$ cat config.mk
export PLATFORM = sky130hd
export DESIGN_NAME = civil_time_to_epoch_top
export DESIGN_NICKNAME = d
export VERILOG_FILES = /design/src/rtl/ctep_pkg.sv /design/src/rtl/ctep_front.sv /design/src/rtl/ctep_days.sv /design/src/rtl/ctep_scale.sv /design/src/rtl/civil_time_to_epoch_top.sv
export SDC_FILE = /design/constraint.sdc
export NUM_CORES = 2
export LEC_CHECK = 0
export BUFFER_PORTS_ARGS = -buffer_cell sky130_fd_sc_hd__clkbuf_2
export CAP_MARGIN = 10
export CORE_UTILIZATION = 65
export DETAILED_ROUTE_END_ITERATION = 10
export PLACE_DENSITY = 0.92
export SLEW_MARGIN = 0
export SYNTH_ARGS = -nofsm -noshare
export SYNTH_HDL_FRONTEND = slang
export SYNTH_SLANG_ARGS = --single-unit
export TNS_END_PERCENT = 100
$ cat constraint.sdc
create_clock -name clk -period 29.3 [get_ports clk]
set_input_delay 5.86 -clock clk [delete_from_list [all_inputs] [get_ports clk]]
set_output_delay 5.86 -clock clk [all_outputs]
set_load 0.01 [all_outputs]
$ cat src/rtl/ctep_pkg.sv
// ----------------------------------------------------------------------------
// ctep_pkg
// Shared types and constants for the civil time to epoch converter.
// ----------------------------------------------------------------------------
package ctep_pkg;

	localparam int YEAR_W  = 15;
	localparam int YOFF_W  = 16;
	localparam int DOY_W   = 9;
	localparam int TOD_W   = 27;
	localparam int DAYS_W  = 25;
	localparam int EPOCH_W = 49;

	// year offset that keeps the shifted year non-negative (41 eras)
	localparam logic [16:0] YEAR_BIAS     = 17'd16400;
	localparam logic [7:0]  ERA_BIAS      = 8'd41;
	localparam logic [11:0] RECIP_25      = 12'd2622;
	localparam logic [8:0]  YEARS_PER_ERA = 9'd400;
	localparam logic [8:0]  DAYS_PER_YEAR = 9'd365;
	localparam logic [17:0] DAYS_PER_ERA  = 18'd146097;
	localparam logic [19:0] DAYS_TO_EPOCH = 20'd719468;
	localparam logic [26:0] MS_PER_DAY    = 27'd86400000;
	localparam logic [21:0] MS_PER_HOUR   = 22'd3600000;
	localparam logic [15:0] MS_PER_MINUTE = 16'd60000;
	localparam logic [15:0] MS_LIMIT      = 16'd61000;

	typedef struct packed {
		logic               valid;
		logic               bad;
		logic [YOFF_W-1:0]  yoff;
		logic [DOY_W-1:0]   doy;
		logic [TOD_W-1:0]   tod;
	} front_t;

	typedef struct packed {
		logic                     valid;
		logic                     bad;
		logic signed [DAYS_W-1:0] days;
		logic [TOD_W-1:0]         tod;
	} days_t;

	// days from 1 march to the first of the month, march first
	function automatic logic [DOY_W-1:0] month_offset(input logic [3:0] mp);
		logic [DOY_W-1:0] r;
		case (mp)
			4'd0:    r = 9'd0;
			4'd1:    r = 9'd31;
			4'd2:    r = 9'd61;
			4'd3:    r = 9'd92;
			4'd4:    r = 9'd122;
			4'd5:    r = 9'd153;
			4'd6:    r = 9'd184;
			4'd7:    r = 9'd214;
			4'd8:    r = 9'd245;
			4'd9:    r = 9'd275;
			4'd10:   r = 9'd306;
			4'd11:   r = 9'd337;
			default: r = 9'd0;
		endcase
		return r;
	endfunction

endpackage

$ cat src/rtl/ctep_front.sv
// ----------------------------------------------------------------------------
// ctep_front
// First stage: range checks, shifted year, day of year and time of day.
// ----------------------------------------------------------------------------
module ctep_front (
	input  logic                        clk,
	input  logic                        arst_n,
	input  logic                        advance,
	input  logic                        in_valid,
	input  logic signed [14:0]          year,
	input  logic [3:0]                  month,
	input  logic [4:0]                  day,
	input  logic [4:0]                  hour,
	input  logic [5:0]                  minute,
	input  logic [15:0]                 second_ms,
	output ctep_pkg::front_t            front_s1
);
	import ctep_pkg::*;

	logic              bad;
	logic              early;
	logic [16:0]       yoff_wide;
	logic [3:0]        mp;
	logic [DOY_W-1:0]  doy;
	logic [TOD_W-1:0]  tod;
	logic              valid_s1;
	logic              bad_s1;
	logic [YOFF_W-1:0] yoff_s1;
	logic [DOY_W-1:0]  doy_s1;
	logic [TOD_W-1:0]  tod_s1;

	always_comb begin
		bad = (month < 4'd1) || (month > 4'd12) || (day < 5'd1) || (hour > 5'd23) ||
			(minute > 6'd59) || (second_ms >= MS_LIMIT);
		early = (month <= 4'd2);
		yoff_wide = {year[14], year[14], year} + YEAR_BIAS - {16'd0, early};
		mp = early ? month + 4'd9 : month - 4'd3;
		doy = month_offset(mp) + {4'd0, day} - 9'd1;
		tod = {22'd0, hour} * {5'd0, MS_PER_HOUR} +
			{21'd0, minute} * {11'd0, MS_PER_MINUTE} + {11'd0, second_ms};
	end

	always_ff @(posedge clk or negedge arst_n) begin
		if (!arst_n) begin
			valid_s1 <= 1'b0;
		end else if (advance) begin
			valid_s1 <= in_valid;
		end
	end

	always_ff @(posedge clk) begin
		if (advance) begin
			bad_s1  <= bad;
			yoff_s1 <= yoff_wide[YOFF_W-1:0];
			doy_s1  <= doy;
			tod_s1  <= tod;
		end
	end

	assign front_s1 = {valid_s1, bad_s1, yoff_s1, doy_s1, tod_s1};

endmodule

$ cat src/rtl/ctep_days.sv
// ----------------------------------------------------------------------------
// ctep_days
// Era split and day count since 1970, over four stages.
// ----------------------------------------------------------------------------
module ctep_days (
	input  logic             clk,
	input  logic             arst_n,
	input  logic             advance,
	input  ctep_pkg::front_t front_s1,
	output ctep_pkg::days_t  days_s5
);
	import ctep_pkg::*;

	// stage 2: era number by reciprocal of 25 on year / 16
	logic [23:0]        q_prod;
	logic               valid_s2, bad_s2;
	logic [YOFF_W-1:0]  yoff_s2;
	logic [6:0]         q_s2;
	logic [DOY_W-1:0]   doy_s2;
	logic [TOD_W-1:0]   tod_s2;

	// stage 3: year of era
	logic [YOFF_W-1:0]  yoe_full;
	logic               valid_s3, bad_s3;
	logic [8:0]         yoe_s3;
	logic [6:0]         q_s3;
	logic [DOY_W-1:0]   doy_s3;
	logic [TOD_W-1:0]   tod_s3;

	// stage 4: day of era
	logic [1:0]         cent;
	logic [17:0]        doe;
	logic               valid_s4, bad_s4;
	logic [17:0]        doe_s4;
	logic signed [7:0]  era_s4;
	logic [TOD_W-1:0]   tod_s4;

	// stage 5: days since epoch
	logic signed [DAYS_W-1:0] era_x;
	logic signed [DAYS_W-1:0] days_c;
	logic                     valid_s5, bad_s5;
	logic signed [DAYS_W-1:0] count_s5;
	logic [TOD_W-1:0]         tod_s5;

	assign q_prod   = front_s1.yoff[15:4] * RECIP_25;
	assign yoe_full = yoff_s2 - ({9'd0, q_s2} * {7'd0, YEARS_PER_ERA});

	always_comb begin
		if (yoe_s3 >= 9'd300) begin
			cent = 2'd3;
		end else if (yoe_s3 >= 9'd200) begin
			cent = 2'd2;
		end else if (yoe_s3 >= 9'd100) begin
			cent = 2'd1;
		end else begin
			cent = 2'd0;
		end
		doe = {9'd0, yoe_s3} * {9'd0, DAYS_PER_YEAR} + {11'd0, yoe_s3[8:2]} -
			{16'd0, cent} + {9'd0, doy_s3};
	end

	assign era_x  = {{(DAYS_W-8){era_s4[7]}}, era_s4};
	assign days_c = era_x * $signed({1'b0, 6'd0, DAYS_PER_ERA}) +
		$signed({7'd0, doe_s4}) - $signed({5'd0, DAYS_TO_EPOCH});

	always_ff @(posedge clk or negedge arst_n) begin
		if (!arst_n) begin
			valid_s2 <= 1'b0;
			valid_s3 <= 1'b0;
			valid_s4 <= 1'b0;
			valid_s5 <= 1'b0;
		end else if (advance) begin
			valid_s2 <= front_s1.valid;
			valid_s3 <= valid_s2;
			valid_s4 <= valid_s3;
			valid_s5 <= valid_s4;
		end
	end

	always_ff @(posedge clk) begin
		if (advance) begin
			bad_s2  <= front_s1.bad;
			yoff_s2 <= front_s1.yoff;
			q_s2    <= q_prod[22:16];
			doy_s2  <= front_s1.doy;
			tod_s2  <= front_s1.tod;

			bad_s3  <= bad_s2;
			yoe_s3  <= yoe_full[8:0];
			q_s3    <= q_s2;
			doy_s3  <= doy_s2;
			tod_s3  <= tod_s2;

			bad_s4  <= bad_s3;
			doe_s4  <= doe;
			era_s4  <= $signed({1'b0, q_s3}) - $signed(ERA_BIAS);
			tod_s4  <= tod_s3;

			bad_s5   <= bad_s4;
			count_s5 <= days_c;
			tod_s5   <= tod_s4;
		end
	end

	assign days_s5 = {valid_s5, bad_s5, count_s5, tod_s5};

endmodule

$ cat src/rtl/ctep_scale.sv
// ----------------------------------------------------------------------------
// ctep_scale
// Days to milliseconds, add the time of day, mask invalid items.
// ----------------------------------------------------------------------------
module ctep_scale (
	input  logic                  clk,
	input  logic                  arst_n,
	input  logic                  advance,
	input  ctep_pkg::days_t       days_s5,
	output logic                  valid_s7,
	output logic [48:0]           epoch_s7,
	output logic                  invalid_s7
);
	import ctep_pkg::*;

	logic signed [52:0]  prod;
	logic                valid_s6, bad_s6;
	logic [EPOCH_W-1:0]  prod_s6;
	logic [TOD_W-1:0]    tod_s6;
	logic [EPOCH_W-1:0]  total;

	assign prod  = days_s5.days * $signed({1'b0, MS_PER_DAY});
	assign total = prod_s6 + {{(EPOCH_W-TOD_W){1'b0}}, tod_s6};

	always_ff @(posedge clk or negedge arst_n) begin
		if (!arst_n) begin
			valid_s6 <= 1'b0;
			valid_s7 <= 1'b0;
		end else if (advance) begin
			valid_s6 <= days_s5.valid;
			valid_s7 <= valid_s6;
		end
	end

	always_ff @(posedge clk) begin
		if (advance) begin
			bad_s6     <= days_s5.bad;
			prod_s6    <= prod[EPOCH_W-1:0];
			tod_s6     <= days_s5.tod;
			epoch_s7   <= bad_s6 ? '0 : total;
			invalid_s7 <= bad_s6;
		end
	end

endmodule

$ cat src/rtl/civil_time_to_epoch_top.sv
// throughput: one item per cycle, the whole pipeline holds while a finished item waits on a stalled output
// stages: checks, era split, year of era, day of era, day count, scaling, final sum
// reset: clears only the stage valid bits, no clearing pass
// ----------------------------------------------------------------------------
// civil_time_to_epoch_top
// Converts a split UTC date and time into signed epoch milliseconds.
// ----------------------------------------------------------------------------
module civil_time_to_epoch_top (
	input  logic               clk,
	input  logic               arst_n,
	input  logic               in_valid,
	output logic               in_stall,
	input  logic signed [14:0] year,
	input  logic [3:0]         month,
	input  logic [4:0]         day,
	input  logic [4:0]         hour,
	input  logic [5:0]         minute,
	input  logic [15:0]        second_ms,
	output logic               out_valid,
	input  logic               out_stall,
	output logic signed [48:0] epoch_ms,
	output logic               invalid
);
	import ctep_pkg::*;

	logic         advance;
	front_t       front_s1;
	days_t        days_s5;
	logic         valid_s7;
	logic [48:0]  epoch_s7;
	logic         invalid_s7;

	// the pipeline moves unless a finished item waits on a stalled output
	assign advance  = !valid_s7 || !out_stall;
	assign in_stall = !advance;

	ctep_front u_front (
		.clk       (clk),
		.arst_n    (arst_n),
		.advance   (advance),
		.in_valid  (in_valid),
		.year      (year),
		.month     (month),
		.day       (day),
		.hour      (hour),
		.minute    (minute),
		.second_ms (second_ms),
		.front_s1  (front_s1)
	);

	ctep_days u_days (
		.clk      (clk),
		.arst_n   (arst_n),
		.advance  (advance),
		.front_s1 (front_s1),
		.days_s5  (days_s5)
	);

	ctep_scale u_scale (
		.clk        (clk),
		.arst_n     (arst_n),
		.advance    (advance),
		.days_s5    (days_s5),
		.valid_s7   (valid_s7),
		.epoch_s7   (epoch_s7),
		.invalid_s7 (invalid_s7)
	);

	assign out_valid = valid_s7;
	assign epoch_ms  = $signed(epoch_s7);
	assign invalid   = invalid_s7;

endmodule
## Word level (Yosys, flattened, before mapping)

Memory sizes are Yosys's and may differ from the RTL's.
Cells that the tools add are included.

| storage, ports and cells | value |
|---|---|
| bits of input ports | 55 |
| memory bits (read-only) | 144 |
| memories kept | 1 |
| RAM bits | 0 |
| register bits after elaboration | 390 |
| output and inout port bits | 52 |
| latch bits | 0 |

Memories:

| memory | words | bits a word | read ports | clocked after Yosys merged registers in | wr ports | RTL line | text |
|---|---|---|---|---|---|---|---|
| (no name shown) | 16 | 9 | 1 | 0 | 0 | ctep_pkg.sv:45 | `case (mp)` |

| operators by class | value |
|---|---|
| shifts and indexed selects | 0 |
| eq/ne operators | 0 |
| magnitude comparators | 10 |
| div/mod/pow operators | 0 |
| bitwise operators | 0 |
| multiply operators | 7 |
| reductions and logical operators | 9 |
| add/sub/neg operators | 16 |
| mux-type cells | 4 |

Operators with widths:

| kind | count |
|---|---|
| $add 49x27->49 | 1 |
| $mul 25x18->39 const B | 1 |
| $add 27x16->27 | 1 |
| $add 27x22->27 | 1 |
| $add 25x19->25 | 1 |
| $mul 8x19->25 const B | 1 |
| $sub 25x21->25 const B | 1 |
| $mul 12x11->22 const B | 1 |
| $mul 5x15->20 const B | 1 |
| $add 18x7->18 | 1 |
| $add 18x9->18 | 1 |
| $mul 9x9->18 const B | 1 |
| $sub 18x2->18 | 1 |
| $mul 6x11->17 const B | 1 |
| $add 15x16->16 const B | 1 |
| $ge 16x16->1 const B | 1 |
| $sub 16x1->16 | 1 |
| $add 9x5->9 | 1 |
| $ge 9x7->1 const B | 1 |
| $ge 9x8->1 const B | 1 |
| $ge 9x9->1 const B | 1 |
| $sub 9x1->9 const B | 1 |
| $sub 9x9->9 | 1 |
| $sub 7x6->8 const B | 1 |
| other kinds (14) | 22 |

## Logic depth before layout (Yosys ltp)

| logic depth | value |
|---|---|
| depth after elaboration | 6 |
| mapped depth | 27 |
| mapped depth without buffers | 27 |

## By module

A second synthesis with hierarchy kept.

| second synthesis, totals | value |
|---|---|
| cell total of the unflattened synthesis | 3,109 |
| area, all modules | 35,146.2 µm² |

By module, submodules not included:

| module | instances | area each (µm²) | cells an instance |
|---|---|---|---|
| ctep_days | 1 | 15,209.6 | 1,135 |
| ctep_scale | 1 | 13,334.0 | 1,306 |
| ctep_front | 1 | 6,592.6 | 666 |
| civil_time_to_epoch_top | 1 | 10.0 | 2 |

## Worst setup path before layout

OpenSTA, ideal clock, no wires.

| path | value |
|---|---|
| path type | input port to output port |
| start | input port out_stall |
| end | output port in_stall |
| arrival time | 14.957 ns |
| required time | 23.440 ns |
| cell stages on the path | 2 |
| path slack | 8.483 ns |
| path through | nand2_1 -> inv_1 |

| on the way | value |
|---|---|
| cells in the longest elaborated chain, start to end | 3 |

Ends and longest elaborated chain:

| what | RTL line | text |
|---|---|---|
| start, declared | civil_time_to_epoch_top.sv:20 | `input logic out_stall,` |
| $logic_not 1->1 | civil_time_to_epoch_top.sv:34 | `assign advance = !valid_s7 \|\| !out_stall;` |
| $logic_or 1x1->1 | civil_time_to_epoch_top.sv:34 |  |
| $logic_not 1->1 | civil_time_to_epoch_top.sv:35 | `assign in_stall = !advance;` |
| end, declared | civil_time_to_epoch_top.sv:12 | `output logic in_stall,` |

Every way passes these cells.

## Final worst setup path

Same ends and word-level chain as after synthesis.

==> impl_metrics.env <==
export IMPL_setup_viol=0
export IMPL_ys_seq_area_frac=0.339
export IMPL_place_gp_congestion=0.911
export IMPL_reg2reg_depth=22
export IMPL_drt_initial_drc_count=1140
export IMPL_numClockSinks=390
export IMPL_worstReg2RegEnd="u_scale.prod_s6[46]"
export IMPL_synthMuxAreaShare=0.00287
export IMPL_max_freq_mhz=80.9
export IMPL_netlist_cell_type_count=81
export IMPL_layout_drive_gt1_share=0.0700
export IMPL_rrSetupSlack_ns=23.40
export IMPL_cp_start_kind="input pin"
export IMPL_ys_ff_latch=390
export IMPL_n_fill_cell=3270
export IMPL_ant_nets=0
export IMPL_clockRootBuffer="clkbuf_16"
export IMPL_dp_hpwl_um=50400
export IMPL_syn_mean_instance_area_um2=11.6
export IMPL_num_io_pins=107
export IMPL_synth_top_family_by_area="adder cells"
export IMPL_worst_pin_slew_ns=0.949
export IMPL_overflow=0
export IMPL_rsz0062_at_grt="false"
export IMPL_hold_viol=0
export IMPL_status="completed"
export IMPL_synth_nets=3923
export IMPL_htreeDepth=2
export IMPL_cap_violations=0
export IMPL_period_minus_slack_ns=12.36
export IMPL_synth_compound_area_share=0.0753
export IMPL_critPathMaxFanout=24
export IMPL_grt_pass1_wl_um=108000
export IMPL_cts_tree="built"
export IMPL_cts_buffers_inserted=41
export IMPL_postCtsSetupBuffers=0
export IMPL_synth_warnings=0
export IMPL_coreArea_mm2=0.0518
export IMPL_antenna_found_initial=1
export IMPL_grt_pass1_vias=23000
export IMPL_fin_skew_ns=0.0332
export IMPL_cp_data_required_time_ns=23.44
export IMPL_grt_max_degree=159
export IMPL_min_path_type="register to register"
export IMPL_path_class="input pin to output port"
export IMPL_die_h_um=232
export IMPL_cp_data_arrival_time_ns=6.50
export IMPL_vias_per_cell=5.59
export IMPL_initial_utilization=0.664
export IMPL_yosys_area_share_simple=0.0604
export IMPL_first_pass_iters=6
export IMPL_synth_edf_count=383
export IMPL_worstSkewPairLatency_ns=0.60
export IMPL_portBuffers=106
export IMPL_routed_wl_um=64400
export IMPL_slew_violations=0
export IMPL_netlist_area_mm2=0.0344
export IMPL_ys_async_sr_fraction=0.0179
export IMPL_endpoint="in_stall"
export IMPL_fp_dieW_um=232
export IMPL_synthToLayoutAreaGrowth_pct=8.20
export IMPL_cts_hold_buf=0
export IMPL_clockBufferDepth=3
export IMPL_setup_tns_ns=0
export IMPL_synth_fa_ha_area_frac=0.399
export IMPL_vias=21400
export IMPL_routedWlPerCell_um=16.8
export IMPL_synthFlopType="edfxtp_1"
export IMPL_synth_xor_area_share=0.0471
export IMPL_fin_nets=4063
export IMPL_crit_start="out_stall"
export IMPL_rows=83
export IMPL_finalCritPeriodShare=0.422
export IMPL_die_area_mm2=0.0538
export IMPL_clkSlewWorstSetupHoldPaths_ns=0.06
export IMPL_drcViolationCount=0
export IMPL_end_kind="output port"
export IMPL_netlist_instances=2972
export IMPL_cts_resized=0
export IMPL_gr_usage_all_layers=0.249
export IMPL_r2r_start="u_days.count_s5[14]"
export IMPL_relSlewSlack=0.368
[layout by cell type, fill, tap and decap left out, drive strengths merged, types with 9 or more instances in the layout]
cell type  count
a211oi        18
a21boi        10
a21o          44
a21oi        103
a31oi         12
and2          10
and3          13
clkbuf       150
clkinv        16
edfxtp       383
fa           333
ha           563
inv          679
nand2         76
nand2b        17
nand3         33
nor2         139
nor2b         31
nor3          42
nor4           9
o211ai         9
o21a          31
o21ai         87
o21bai        14
o31ai         10
xnor2        137
xor2          48
[worst max-delay path: stages]
cell	delay, ns
clkbuf_2	0.10
nand2_4	0.32
inv_1	0.07
clkbuf_2	0.14
[how the worst min path moves through the flow]
stage	from	end	slack (ns)	cells after the start
detailed placement	u_days.doy_s2[1]	u_days.doy_s3[1]	0.40	0
finish	u_days.tod_s5[23]	u_scale.tod_s6[23]	0.40	0
floorplan	u_front.bad_s1	u_days.bad_s2	0.40	0
CTS	u_front.tod_s1[26]	u_days.tod_s2[26]	0.39	0
global placement	u_front.yoff_s1[3]	u_days.yoff_s2[3]	0.40	0
global route	u_days.bad_s3	u_days.bad_s4	0.40	0
[sequential cells by signal (all words and copies together) (netlist names), 16 cells and up]
signal and flops:
u_days.tod_s5 27, u_days.tod_s3 27, u_front.tod_s1 27, u_scale.tod_s6 27, u_days.count_s5 25, u_scale.prod_s6 39, u_scale.epoch_s7 49, u_days.doe_s4 18
u_days.tod_s2 27, u_days.tod_s4 27, u_front.yoff_s1 16
[metal layers]
metal  routed length [um]  up-vias  track usage
met5                    0        -            0
met3                 2580      157       0.0313
met4                 2050        0       0.0896
li1                     -    10200            -
met2                34000      533        0.466
met1                25700    10500        0.289
[cell usage after synthesis, types with 3 or more instances]
library cell	instances	area share
a211o_1	4	0.0010
a211oi_1	16	0.0035
a21boi_0	4	0.00087
a21boi_1	6	0.0013
a21o_1	44	0.0096
a21oi_1	101	0.015
a221oi_1	3	0.00076
a311oi_1	4	0.0010
a31o_2	3	0.00076
a31oi_1	12	0.0022
and2_1	10	0.0018
and3_1	13	0.0024
and4_1	8	0.0020
buf_1	3	0.00033
clkbuf_1	10	0.0011
dfrtp_1	7	0.0051
edfxtp_1	383	0.33
fa_1	333	0.19
ha_1	563	0.20
inv_1	676	0.074
mux2_2	7	0.0023
nand2_1	76	0.0083
nand2b_1	17	0.0031
nand3_1	33	0.0048
nand3b_1	8	0.0017
nand4_1	3	0.00055
nor2_1	138	0.015
nor2b_1	31	0.0056
nor3_1	38	0.0055
nor3_2	4	0.0012
nor4_1	7	0.0013
o2111ai_1	8	0.0020
o211ai_1	7	0.0015
o21a_1	31	0.0068
o21ai_0	60	0.0087
o21ai_1	25	0.0036
o21bai_1	14	0.0031
o31a_1	4	0.0010
o31ai_1	8	0.0017
or2_2	3	0.00055
or3_1	8	0.0015
or4_1	3	0.00065
xnor2_1	137	0.035
xor2_1	48	0.012
[metrics by stage]
stage	hold WS (ns)	utilization	setup slack [ns]	cells	area, um2
after floorplan	0.400	-	8.48	2972	34400
after global placement	0.400	0.690	16.93	3749	35800
after detailed placement	0.405	0.690	16.93	3749	35800
after CTS	0.393	0.718	16.93	3824	37200
after global routing	0.404	0.718	16.85	3825	37200
final	0.395	0.718	16.94	3825	37200
[area by class of cell]
cell class                 instances  area, um2  share of cell area
tap                              680        851              0.0229
clock buffer                      44       1040              0.0279
timing repair buffer             113        596              0.0160
clock inverter                    31        410              0.0110
multi-input combinational       1890      20100               0.540
sequential                       390      11700               0.314
inverter                         676       2540              0.0682
antenna                            1       2.50           0.0000672
[logic make-up after synthesis]
family,after synthesis
AND/OR/NAND/NOR,414
buffers and inverters,692
AO/OA/AOI/OAI,386
adder cells (fa/ha/maj),896
multiplexers,9
XOR/XNOR,185
flip-flops,390
Power is not shown: default switching activity piles up to over one toggle a cycle in this logic, so the estimate is an artifact.
